### config.mk
export PLATFORM = sky130hd
export DESIGN_NAME = bounded_ordered_list_engine_core
export DESIGN_NICKNAME = d
export VERILOG_FILES = /design/src/sv/bole_pkg.sv /design/src/sv/bole_store.sv /design/src/sv/bounded_ordered_list_engine_core.sv
export SDC_FILE = /design/constraint.sdc
export NUM_CORES = 1
export LEC_CHECK = 0
export BUFFER_PORTS_ARGS = -buffer_cell sky130_fd_sc_hd__buf_2
export CAP_MARGIN = 20
export CORE_MARGIN = 1
export CORE_UTILIZATION = 49
export DETAILED_ROUTE_END_ITERATION = 12
export GPL_ROUTABILITY_DRIVEN = 0
export PLACE_DENSITY = 0.65
export SKIP_LAST_GASP = 1
export SLEW_MARGIN = 20
export SYNTH_ARGS = -nofsm -noshare
export SYNTH_HDL_FRONTEND = slang
export SYNTH_SLANG_ARGS = --single-unit
### constraint.sdc
create_clock -name clk -period 10 [get_ports clk]
set_input_delay 3 -clock clk [delete_from_list [all_inputs] [get_ports clk]]
set_output_delay 3 -clock clk [all_outputs]
set_load 0.005 [all_outputs]
### src/sv/bole_pkg.sv
// ----------------------------------------------------------------------------
// bole_pkg
// Shared types and codes for the bounded ordered list engine.
// ----------------------------------------------------------------------------
package bole_pkg;

  localparam int KEY_W  = 32;
  localparam int VAL_W  = 8;
  localparam int KIND_W = 3;
  localparam int STAT_W = 2;

  localparam logic [KIND_W-1:0] KIND_INS_HEAD = 3'd0;
  localparam logic [KIND_W-1:0] KIND_INS_TAIL = 3'd1;
  localparam logic [KIND_W-1:0] KIND_INS_ASC  = 3'd2;
  localparam logic [KIND_W-1:0] KIND_INS_DESC = 3'd3;
  localparam logic [KIND_W-1:0] KIND_EXT_HEAD = 3'd4;
  localparam logic [KIND_W-1:0] KIND_EXT_TAIL = 3'd5;
  localparam logic [KIND_W-1:0] KIND_EXT_KEY  = 3'd6;
  localparam logic [KIND_W-1:0] KIND_SEARCH   = 3'd7;

  localparam logic [STAT_W-1:0] STAT_OK        = 2'd0;
  localparam logic [STAT_W-1:0] STAT_EMPTY     = 2'd1;
  localparam logic [STAT_W-1:0] STAT_FULL      = 2'd2;
  localparam logic [STAT_W-1:0] STAT_NOT_FOUND = 2'd3;

  typedef struct packed {
    logic signed [KEY_W-1:0] key;
    logic [VAL_W-1:0]        value;
  } rec_t;

endpackage

### src/sv/bole_store.sv
// ----------------------------------------------------------------------------
// bole_store
// Record memory: one write port and one read port with registered data.
// ----------------------------------------------------------------------------
module bole_store #(
  parameter int DEPTH = 16,
  parameter int IW    = 4
) (
  input  logic           clk,
  input  logic           we,
  input  logic [IW-1:0]  waddr,
  input  bole_pkg::rec_t wdata,
  input  logic [IW-1:0]  raddr,
  output bole_pkg::rec_t rdata
);

  bole_pkg::rec_t mem [DEPTH];
  bole_pkg::rec_t rdata_r;

  always_ff @(posedge clk) begin
    if (we) begin
      mem[waddr] <= wdata;
    end
    rdata_r <= mem[raddr];
  end

  assign rdata = rdata_r;

endmodule

### src/sv/bounded_ordered_list_engine_core.sv
// ----------------------------------------------------------------------------
// bounded_ordered_list_engine_core
// Ordered list of key/value records held in a memory, served by a sequencer
// that scans for a position or key and, where needed, shifts records one per cycle.
//
//   channel  ports                                   handshake
//   input    in_kind, in_key, in_value               start & !busy
//   result   out_status, out_key, out_value,         out_valid, one cycle
//            out_entry_count
//
// Within a transaction, a pipelined scan, where needed, reads one record per
// cycle through the single memory read port, then a shift, where needed,
// moves one record per cycle through the same port and the write port.
// Reset clears the record count and the control state only; record storage needs no clearing.
// The receiver cannot stall; busy is low again in the cycle of the result strobe.
// ----------------------------------------------------------------------------
module bounded_ordered_list_engine_core #(
  parameter int CAPACITY = 16
) (
  input  logic                               clk,
  input  logic                               rst_n,
  input  logic                               start,
  output logic                               busy,
  input  logic [bole_pkg::KIND_W-1:0]        in_kind,
  input  logic signed [bole_pkg::KEY_W-1:0]  in_key,
  input  logic [bole_pkg::VAL_W-1:0]         in_value,
  output logic                               out_valid,
  output logic [bole_pkg::STAT_W-1:0]        out_status,
  output logic signed [bole_pkg::KEY_W-1:0]  out_key,
  output logic [bole_pkg::VAL_W-1:0]         out_value,
  output logic [$clog2(CAPACITY+1)-1:0]      out_entry_count
);

  localparam int IW = (CAPACITY > 1) ? $clog2(CAPACITY) : 1;
  localparam int CW = $clog2(CAPACITY + 1);

  typedef enum logic [1:0] {S_IDLE, S_SCAN, S_SHIFT, S_PUT} state_t;

  state_t                            state_r, state_nxt;
  logic [CW-1:0]                     occ_r, occ_nxt;
  logic [bole_pkg::KIND_W-1:0]       kind_r, kind_nxt;
  logic signed [bole_pkg::KEY_W-1:0] key_r, key_nxt;
  logic [bole_pkg::VAL_W-1:0]        val_r, val_nxt;
  logic [IW-1:0]                     pos_r, pos_nxt;
  logic [IW-1:0]                     rp_r, rp_nxt;
  logic [IW-1:0]                     lim_r, lim_nxt;
  logic                              up_r, up_nxt;
  logic                              issuing_r, issuing_nxt;
  logic                              rd_ok_r, rd_ok_nxt;
  logic [IW-1:0]                     rd_idx_r, rd_idx_nxt;
  logic [bole_pkg::STAT_W-1:0]       res_status_r, res_status_nxt;
  bole_pkg::rec_t                    res_r, res_nxt;
  logic                              out_valid_r, out_valid_nxt;
  logic [bole_pkg::STAT_W-1:0]       out_status_r, out_status_nxt;
  bole_pkg::rec_t                    out_rec_r, out_rec_nxt;
  logic [CW-1:0]                     out_count_r, out_count_nxt;

  logic                              we;
  logic [IW-1:0]                     waddr;
  bole_pkg::rec_t                    wdata;
  bole_pkg::rec_t                    rdata;

  logic                              go_scan, go_open, go_close, go_finish;
  logic [CW-1:0]                     pos_sel;
  logic [CW-1:0]                     scan_start, scan_lim;
  logic [CW-1:0]                     occ_m1;
  logic                              hit;
  logic                              is_ins;

  bole_store #(
    .DEPTH(CAPACITY),
    .IW   (IW)
  ) u_store (
    .clk  (clk),
    .we   (we),
    .waddr(waddr),
    .wdata(wdata),
    .raddr(rp_r),
    .rdata(rdata)
  );

  assign occ_m1 = occ_r - CW'(1);
  assign is_ins = (kind_r == bole_pkg::KIND_INS_HEAD) || (kind_r == bole_pkg::KIND_INS_TAIL) ||
                  (kind_r == bole_pkg::KIND_INS_ASC) || (kind_r == bole_pkg::KIND_INS_DESC);

  always_comb begin
    case (kind_r)
      bole_pkg::KIND_INS_ASC:  hit = !($signed(rdata.key) < key_r);
      bole_pkg::KIND_INS_DESC: hit = !(key_r < $signed(rdata.key));
      bole_pkg::KIND_EXT_HEAD,
      bole_pkg::KIND_EXT_TAIL: hit = 1'b1;
      default:                 hit = (rdata.key == key_r);
    endcase
  end

  always_comb begin
    we    = 1'b0;
    waddr = pos_r;
    wdata = '{key: key_r, value: val_r};
    if (state_r == S_SHIFT && rd_ok_r) begin
      we    = 1'b1;
      waddr = up_r ? (rd_idx_r - IW'(1)) : (rd_idx_r + IW'(1));
      wdata = rdata;
    end else if (state_r == S_PUT) begin
      we = 1'b1;
    end
  end

  always_comb begin
    state_nxt      = state_r;
    occ_nxt        = occ_r;
    kind_nxt       = kind_r;
    key_nxt        = key_r;
    val_nxt        = val_r;
    pos_nxt        = pos_r;
    lim_nxt        = lim_r;
    up_nxt         = up_r;
    res_status_nxt = res_status_r;
    res_nxt        = res_r;
    out_valid_nxt  = 1'b0;
    out_status_nxt = out_status_r;
    out_rec_nxt    = out_rec_r;
    out_count_nxt  = out_count_r;
    issuing_nxt    = issuing_r;
    rd_ok_nxt      = issuing_r;
    rd_idx_nxt     = rp_r;
    rp_nxt         = rp_r;
    if (issuing_r) begin
      rp_nxt = up_r ? (rp_r + IW'(1)) : (rp_r - IW'(1));
      if (rp_r == lim_r) begin
        issuing_nxt = 1'b0;
      end
    end
    go_scan    = 1'b0;
    go_open    = 1'b0;
    go_close   = 1'b0;
    go_finish  = 1'b0;
    pos_sel    = '0;
    scan_start = '0;
    scan_lim   = occ_m1;

    case (state_r)
      S_IDLE: begin
        if (start) begin
          kind_nxt       = in_kind;
          key_nxt        = in_key;
          val_nxt        = in_value;
          res_status_nxt = bole_pkg::STAT_OK;
          res_nxt        = '0;
          case (in_kind)
            bole_pkg::KIND_INS_HEAD, bole_pkg::KIND_INS_TAIL,
            bole_pkg::KIND_INS_ASC, bole_pkg::KIND_INS_DESC: begin
              if (occ_r == CW'(CAPACITY)) begin
                res_status_nxt = bole_pkg::STAT_FULL;
                go_finish      = 1'b1;
              end else if (in_kind == bole_pkg::KIND_INS_TAIL || occ_r == '0) begin
                pos_sel = occ_r;
                go_open = 1'b1;
              end else if (in_kind == bole_pkg::KIND_INS_HEAD) begin
                pos_sel = '0;
                go_open = 1'b1;
              end else begin
                go_scan = 1'b1;
              end
            end
            bole_pkg::KIND_EXT_HEAD, bole_pkg::KIND_EXT_TAIL, bole_pkg::KIND_EXT_KEY: begin
              if (occ_r == '0) begin
                res_status_nxt = bole_pkg::STAT_EMPTY;
                go_finish      = 1'b1;
              end else begin
                go_scan = 1'b1;
                if (in_kind == bole_pkg::KIND_EXT_HEAD) begin
                  scan_lim = '0;
                end else if (in_kind == bole_pkg::KIND_EXT_TAIL) begin
                  scan_start = occ_m1;
                end
              end
            end
            default: begin
              if (occ_r == '0) begin
                res_status_nxt = bole_pkg::STAT_NOT_FOUND;
                go_finish      = 1'b1;
              end else begin
                go_scan = 1'b1;
              end
            end
          endcase
        end
      end
      S_SCAN: begin
        if (rd_ok_r) begin
          if (hit) begin
            pos_sel = CW'(rd_idx_r);
            if (kind_r == bole_pkg::KIND_SEARCH) begin
              res_nxt   = rdata;
              go_finish = 1'b1;
            end else if (!is_ins) begin
              res_nxt  = rdata;
              go_close = 1'b1;
            end else begin
              go_open = 1'b1;
            end
          end else if (rd_idx_r == lim_r) begin
            if (is_ins) begin
              pos_sel = occ_r;
              go_open = 1'b1;
            end else begin
              res_status_nxt = bole_pkg::STAT_NOT_FOUND;
              go_finish      = 1'b1;
            end
          end
        end
      end
      S_SHIFT: begin
        if (rd_ok_r && rd_idx_r == lim_r) begin
          if (is_ins) begin
            state_nxt   = S_PUT;
            issuing_nxt = 1'b0;
            rd_ok_nxt   = 1'b0;
          end else begin
            occ_nxt   = occ_m1;
            go_finish = 1'b1;
          end
        end
      end
      S_PUT: begin
        occ_nxt   = occ_r + CW'(1);
        go_finish = 1'b1;
      end
      default: begin
        state_nxt = S_IDLE;
      end
    endcase

    if (go_scan) begin
      state_nxt   = S_SCAN;
      rp_nxt      = scan_start[IW-1:0];
      lim_nxt     = scan_lim[IW-1:0];
      up_nxt      = 1'b1;
      issuing_nxt = 1'b1;
      rd_ok_nxt   = 1'b0;
    end
    if (go_open) begin
      pos_nxt     = pos_sel[IW-1:0];
      rd_ok_nxt   = 1'b0;
      if (pos_sel == occ_r) begin
        state_nxt   = S_PUT;
        issuing_nxt = 1'b0;
      end else begin
        state_nxt   = S_SHIFT;
        rp_nxt      = occ_m1[IW-1:0];
        lim_nxt     = pos_sel[IW-1:0];
        up_nxt      = 1'b0;
        issuing_nxt = 1'b1;
      end
    end
    if (go_close) begin
      rd_ok_nxt = 1'b0;
      if (pos_sel == occ_m1) begin
        occ_nxt   = occ_m1;
        go_finish = 1'b1;
      end else begin
        state_nxt   = S_SHIFT;
        rp_nxt      = pos_sel[IW-1:0] + IW'(1);
        lim_nxt     = occ_m1[IW-1:0];
        up_nxt      = 1'b1;
        issuing_nxt = 1'b1;
      end
    end
    if (go_finish) begin
      state_nxt      = S_IDLE;
      issuing_nxt    = 1'b0;
      rd_ok_nxt      = 1'b0;
      out_valid_nxt  = 1'b1;
      out_status_nxt = res_status_nxt;
      out_rec_nxt    = res_nxt;
      out_count_nxt  = occ_nxt;
    end
  end

  always_ff @(posedge clk) begin
    if (!rst_n) begin
      state_r     <= S_IDLE;
      occ_r       <= '0;
      issuing_r   <= 1'b0;
      rd_ok_r     <= 1'b0;
      out_valid_r <= 1'b0;
    end else begin
      state_r     <= state_nxt;
      occ_r       <= occ_nxt;
      issuing_r   <= issuing_nxt;
      rd_ok_r     <= rd_ok_nxt;
      out_valid_r <= out_valid_nxt;
    end
    kind_r       <= kind_nxt;
    key_r        <= key_nxt;
    val_r        <= val_nxt;
    pos_r        <= pos_nxt;
    rp_r         <= rp_nxt;
    lim_r        <= lim_nxt;
    up_r         <= up_nxt;
    rd_idx_r     <= rd_idx_nxt;
    res_status_r <= res_status_nxt;
    res_r        <= res_nxt;
    out_status_r <= out_status_nxt;
    out_rec_r    <= out_rec_nxt;
    out_count_r  <= out_count_nxt;
  end

  assign busy            = (state_r != S_IDLE);
  assign out_valid       = out_valid_r;
  assign out_status      = out_status_r;
  assign out_key         = out_rec_r.key;
  assign out_value       = out_rec_r.value;
  assign out_entry_count = out_count_r;

endmodule

# Word level (Yosys, flattened, before mapping)
# Memory sizes are Yosys's and may differ from the RTL's. A register that Yosys moved wholly into a read port is not among the register bits.
# Cells that the tools add are included.
[word_totals]
mem_bits_rw = 640
wordCells = 194
rom_bits = 0
ff_bits = 159
latch_bits = 0
in_bits = 46
mem_count = 1
[op_classes]
n_reduce_logical = 19
n_addsub = 7
eq_ne = 21
bitwise = 1
shift = 0
n_div = 0
magnitude_cmp = 2
n_mux = 123
mul = 0
[mem_list]
columns = ["name", "words", "word_bits", "rd", "rd_clocked_by_memory_dff", "wr", "line_no", "rtl"]
rows = [
  ["u_store.mem", 16, 40, 1, 1, 1, "bole_store.sv:17", "bole_pkg::rec_t mem [DEPTH];"],
]
[op_table]
columns = ["cell", "count"]
rows = [
  ["two-way mux 40 bit", 6],
  ["two-way mux 4 bit", 25],
  ["case mux 40 bit (2 select lines)", 1],
  ["< comparator 32 bit", 2],
  ["two-way mux 5 bit", 12],
  ["two-way mux 1 bit", 58],
  ["== test 32 bit", 1],
  ["two-way mux 2 bit", 14],
  ["case mux 5 bit (2 select lines)", 2],
  ["== test 3 bit (second input constant)", 6],
  ["adder 4 x 1 -> 4 bit (second input constant)", 3],
  ["== test 3 x 2 -> 1 bit (second input constant)", 4],
  ["== test 5 bit", 2],
  ["== test 4 bit", 2],
  ["case mux 2 bit (2 select lines)", 2],
  ["subtractor 4 x 1 -> 4 bit (second input constant)", 2],
  ["== test 3 x 1 -> 1 bit (second input constant)", 2],
  ["logical NOT 3 bit", 2],
  ["adder 5 x 1 -> 5 bit (second input constant)", 1],
  ["== test 5 bit (second input constant)", 1],
  ["logical NOT 5 bit", 1],
  ["OR reduction 5 bit", 1],
  ["subtractor 5 x 1 -> 5 bit (second input constant)", 1],
  ["== test 2 bit (second input constant)", 2],
  ["other kinds (14)", 20],
]

# Logic depth before layout (Yosys ltp)
[logic_depth]
depth_word = 14
mapped_depth = 16
depth_no_buf = 14

# Hierarchy
# From an unflattened synthesis, not the netlist that was laid out.
[hier_totals]
cells_unflattened = 1745
area_unflattened_um2 = 32745.2
[modules_own_cells]
columns = ["module", "area_each_um2", "seq_area_each_um2", "cells_per_inst", "n_inst"]
rows = [
  ["bole_store", 25131.6, 20019.2, 1040, 1],
  ["bounded_ordered_list_engine_core", 7613.6, 4124.0, 705, 1],
]

# Least setup slack after synthesis
# Ideal clock, no wire load.
[synth_path]
path_type = "input -> register"
from = "input port in_kind[1] (netlist bit)"
to = "register out_count_r[0] (netlist: out_entry_count[0]) (enable)"
path_buffers = 0
required_time_ps = 9594
cell_stages = 9
setup_slack_ps = 3584
arrival_ps = 6010
cell_sequence = "nand2b_1 -> a2111oi_0 -> nor4b_1 -> o21ai_0 -> and3_1 -> o21ai_0 -> nand3b_1 -> or3_1 -> nand2_1"
[synth_between]
elab_chain_cells = 10
[synth_lines]
columns = ["item", "line_no", "rtl"]
rows = [
  ["from (decl)", "bounded_ordered_list_engine_core.sv:24", "input logic [bole_pkg::KIND_W-1:0] in_kind,"],
  ["== test 3 x 1 -> 1 bit", "bounded_ordered_list_engine_core.sv:150, bounded_ordered_list_engine_core.sv:156", ""],
  ["logical OR 1 bit", "bounded_ordered_list_engine_core.sv:156", "end else if (in_kind == bole_pkg::KIND_INS_TAIL || occ_r == '0) begin"],
  ["two-way mux 5 bit", "bounded_ordered_list_engine_core.sv:156", ""],
  ["two-way mux 5 bit", "bounded_ordered_list_engine_core.sv:153", "if (occ_r == CW'(CAPACITY)) begin"],
  ["two-way mux 5 bit", "bounded_ordered_list_engine_core.sv:150", "case (in_kind)"],
  ["two-way mux 5 bit", "bounded_ordered_list_engine_core.sv:144", "if (start) begin"],
  ["case mux 5 bit (2 select lines)", "bounded_ordered_list_engine_core.sv:142", "case (state_r)"],
  ["== test 5 bit", "bounded_ordered_list_engine_core.sv:259", "if (pos_sel == occ_m1) begin"],
  ["two-way mux 1 bit", "bounded_ordered_list_engine_core.sv:259", ""],
  ["two-way mux 1 bit *", "bounded_ordered_list_engine_core.sv:257", "if (go_close) begin"],
  ["via go_finish", "bounded_ordered_list_engine_core.sv:63", "logic go_scan, go_open, go_close, go_finish;"],
  ["to (signal assigned)", "bounded_ordered_list_engine_core.sv:307", "out_count_r <= out_count_nxt;"],
  ["to (decl)", "bounded_ordered_list_engine_core.sv:56", "logic [CW-1:0] out_count_r, out_count_nxt;"],
]
# Mark *: on every way through the listed nets, which the timed path passes. The rest lies on a longest branch.
# A chain may end at the register's enable or synchronous reset.

# Worst setup path in the final report
[layout_path]
from = "input port in_kind[1] (netlist bit)"
to = "register out_rec_r, in the netlist out_key[30] (enable)"
[layout_between]
elab_chain_cells = 10
[layout_lines]
columns = ["item", "line_no", "rtl"]
rows = [
  ["== test 3 x 1 -> 1 bit", "bounded_ordered_list_engine_core.sv:150, bounded_ordered_list_engine_core.sv:156", ""],
  ["logical OR 1 bit", "bounded_ordered_list_engine_core.sv:156", ""],
  ["two-way mux 5 bit", "bounded_ordered_list_engine_core.sv:156", ""],
  ["two-way mux 5 bit", "bounded_ordered_list_engine_core.sv:153", ""],
  ["two-way mux 5 bit", "bounded_ordered_list_engine_core.sv:150", ""],
  ["two-way mux 5 bit", "bounded_ordered_list_engine_core.sv:144", ""],
  ["case mux 5 bit (2 select lines)", "bounded_ordered_list_engine_core.sv:142", ""],
  ["== test 5 bit", "bounded_ordered_list_engine_core.sv:259", ""],
  ["two-way mux 1 bit", "bounded_ordered_list_engine_core.sv:259", ""],
  ["two-way mux 1 bit *", "bounded_ordered_list_engine_core.sv:257", ""],
  ["via go_finish", "bounded_ordered_list_engine_core.sv:63", ""],
  ["to (signal assigned)", "bounded_ordered_list_engine_core.sv:306", "out_rec_r <= out_rec_nxt;"],
  ["to (decl)", "bounded_ordered_list_engine_core.sv:55", "bole_pkg::rec_t out_rec_r, out_rec_nxt;"],
]
# Marks and branches as above.

==> results summary <==
The analysis attributes to cell leakage a power of 12.5 nW. For this run, design rule violations remaining after detail routing come to 0. In the final routed layout, each cell accounts on average for 27.3 um. The detail route stage leaves a number of antenna-violating nets equal to 0. The power density relative to cell area came out at 251 nW/um^2. The average cell area after synthesis is 19.7 sq um. The sequential element share of the synthesized area came out at 74.4%. In this run the worst path has a maximum fanout of 48. Of all cell types, the one taking the most synthesized area is sky130_fd_sc_hd__edfxtp_1. The required time of the critical path is 10.24 ns. Global routing finished with a remaining overflow of 0. In this run, post-CTS hold repair placed 0 buffers. Setup repair after global routing left no endpoint under its margin. The cell with the largest stage delay on the worst path is sky130_fd_sc_hd__a2111oi_0. Together, buffers and inverters on the worst path number 2.

The overall die height came out at 259 um. The floorplan step set the die width to 259 um. The synthesized flop and latch total came out at 839. The number of violations of the max-capacitance limit is 0. The fill cell instance count of the final layout came out at 4,786. The switching portion of total power came out at 26.1%. The cell count after placement is 2,580. In this run the cell area of the synthesized design comes to 32,400 sq um.

The delay of the slowest cell on the worst path came out at 0.90 ns. The final count of pins violating max slew came out at 0. The type of destination of the critical path is a flop. Ranked by total cell area, the synthesized netlist is headed by sky130_fd_sc_hd__edfxtp_1 68%, sky130_fd_sc_hd__mux4_2 14%, sky130_fd_sc_hd__dfxtp_1 6.5%.

The Yosys step of the flow raised 0 warnings. The count of endpoints failing hold in the final timing report came out at 0. The standard-cell row count came out at 93. The initial detailed-routing violation count is 1,610. The number of antenna violations at the first check in global routing is 0. Counting every net in the synthesized netlist gives 1,734. The clock drives 839 sinks. In the post-route analysis, the smallest setup slack over all paths is 3.84 ns. The H-tree depth reported by CTS came out at 3. The die outline area is 67,200 sq um.

The clock period minus final worst setup slack came out at 6.16 ns. Among all flip-flop cells after synthesis, the most frequent one is sky130_fd_sc_hd__edfxtp_1. The critical path goes through buf_2 > nand2b_1 > a2111oi_0 > nor4b_1 > o21ai_0 > and3_1 > o21ai_0 > nand3b_1 > or3_1 > nand2_2 > buf_4.

The number of different library cells used by synthesis comes to 73. The signed area change from the synthesized netlist to the final layout came out at 14.3%. The count of pins on the block boundary came out at 95. Headroom to the max-slew limit came out at 21.9%. The placed wire-length estimate after detailed placement is 39.5 mm. Counting along the longest clock path gives a buffer depth of 3. The final design utilization came out at 57.1%. The clock-pin transition on the worst setup and hold timing paths came out at 0.06 ns. The fraction of layout cells with a size suffix above 1 is 28.2%. The most frequent cell on the critical path is sky130_fd_sc_hd__o21ai_0. The most common cell in the synthesized netlist is sky130_fd_sc_hd__edfxtp_1. The analysis attributes to net switching a power of 2.42 mW.

The number of buffers added on ports is 94. Summing over every cut layer, the via total after detailed routing is 16,400. The TritonCTS clock tree is done. Timing analysis after detailed placement gives a worst setup slack of 3.22 ns.

The share of total power dissipated in combinational logic is 20.3%. By count the netlist is led by 734 x sky130_fd_sc_hd__edfxtp_1, 200 x sky130_fd_sc_hd__mux4_2, 105 x sky130_fd_sc_hd__dfxtp_1, 71 x sky130_fd_sc_hd__nand2_1, 61 x sky130_fd_sc_hd__o21ai_0. Buffers inserted during clock tree synthesis total 84. The worst IR drop on VDD came out at 0.136 mV. The number of standard cells in the final layout excluding fillers came out at 2,736. The total cell area at the placement stage is 34,300 sq um. Clock skew on the completed layout was measured at 0.0219 ns. Timing would allow up to 0.162 GHz. The global routing usage summed across all routing layers is 22.6%. The total iterations of the first detailed-routing run came out at 6. Setup violations remaining at the end of the flow were counted as 0. The share of the clock period used by the worst path came out at 61.6%. The total negative slack for setup checks is 0 ns. For this block, the routed nets add up to 74.7 mm of wire. The wire length of the first global-routing pass is 111 mm. The worst setup path is launched from an input pin. The number of global-route vias before repair came out at 16,800. The initial utilization of the core area, before any placement, comes to 50.0%. The standard cell core area came out at 64,900 sq um.

The clock root buffer master is sky130_fd_sc_hd__clkbuf_16. The power after layout came out at 9.30 mW. The source-to-sink clock delay at the later pin of the worst-skew pair came out at 0.63 ns. In this run the worst hold path is classified as reg -> reg. Entering global routing, the biggest net connects 71 pins. The internal power of the cells came out at 6.88 mW. Once layout is done, the placed cells without fillers occupy 37,100 sq um.

Broken down by cell family, the worst path's largest delay share belongs to simple AND/OR/NAND/NOR gates. The count of inserted antenna diode cells is 0. The transition time at the pin with the least slew margin is 1.17 ns. The share of synthesized flip-flops with an asynchronous set or reset is 0%. The fraction of power consumed by sequential logic came out at 45.6%. The number of standard cells after synthesis came out at 1,646. The worst setup path is of the in -> reg kind. The layout net count came out at 1,899. Using the TritonRoute via totals, the vias-per-cell ratio works out to 5.99. The worst endpoint data arrival time is 6.40 ns. The share of synthesized area in the top cell type comes to 67.9%. Of the total power, the clock network draws 34.1%. The run finished with clean final reports. The tightest hold margin is 0.467 ns. In this run, synthesis inferred 734 flip-flops with an integrated enable. In this run the post-CTS setup repair buffer count came out at 0. The post-CTS resize count came out at 0.
kinds of logic (layout without fill, tap and decap cells):
family / count (synthesis) / in the layout / synth area share, %
fa+ha+maj: 42 / 42 / 1.67
mux: 220 / 220 / 14.6
buf+inv: 128 / 363 / 1.54
xor+xnor: 24 / 24 / 0.648
simple gates: 205 / 205 / 3.05
flops: 839 / 839 / 74.4
compound gates: 188 / 188 / 4.09
layout make-up:
type                       count  area, sq um  area share (%)
tap                          855         1070            2.88
clock buffer                 118         2380            6.42
inverter                      54          203           0.546
timing repair buffer         153          913            2.46
clock inverter                38          423            1.14
multi-input combinational    679         7950            21.4
sequential                   839        24200            65.1
routing by layer:
metal | share of wire (%) | track usage, % | wire length [um]
met5 | 0 | 0 | 0
met2 | 50 | 37.3 | 37400
met4 | 1.8 | 6.34 | 1350
met1 | 43 | 32.0 | 31800
met3 | 5.6 | 2.83 | 4170
layout by cell type, fill, tap and decap left out, types with 21 or more instances in the layout:
cell and instances:
sky130_fd_sc_hd__a22o_1 41, sky130_fd_sc_hd__mux4_2 200, sky130_fd_sc_hd__buf_4 59, sky130_fd_sc_hd__buf_2 94, sky130_fd_sc_hd__a21oi_1 21, sky130_fd_sc_hd__nor2_1 34
sky130_fd_sc_hd__clkbuf_16 85, sky130_fd_sc_hd__nand2_1 69, sky130_fd_sc_hd__inv_1 53, sky130_fd_sc_hd__edfxtp_1 734, sky130_fd_sc_hd__o21ai_0 61, sky130_fd_sc_hd__dfxtp_1 101
sky130_fd_sc_hd__ha_1 40
power groups by stage:
stage               Sequential (mW)  Combinational (mW)  Clock, mW
floorplan                      4.13                1.57          0
global placement               4.32                1.88          0
detailed placement             4.32                1.91          0
CTS                            4.25                1.91       3.22
global route                   4.27                2.04       3.36
finish                         4.24                1.89       3.17
path summary, 6_finish.rpt:
path	from	to	slack (ns)	depth (start not counted)
setup / recovery	in_kind[1]	out_key[30]	3.84	11
hold / removal	res_r[36]	res_r[36]	0.47	1
setup reg to reg	key_r[23]	out_key[30]	4.47	13
hold reg to reg	res_r[36]	res_r[36]	0.47	1
flip-flops by register name (all words and copies together), names as in the netlist:
name / cells
u_store.mem: 640
res_r: 40
u_store.rdata: 40
key_r: 32
out_key: 32
out_value: 8
val_r: 8
occ_r: 5
out_entry_count: 5
lim_r: 4
pos_r: 4
rd_idx_nxt: 4
rd_idx_r: 4
kind_r: 3
out_status: 2
res_status_r: 2
state_r: 2
issuing_r: 1
out_valid: 1
rd_ok_r: 1
up_r: 1
(Power assumes the default switching activity.)
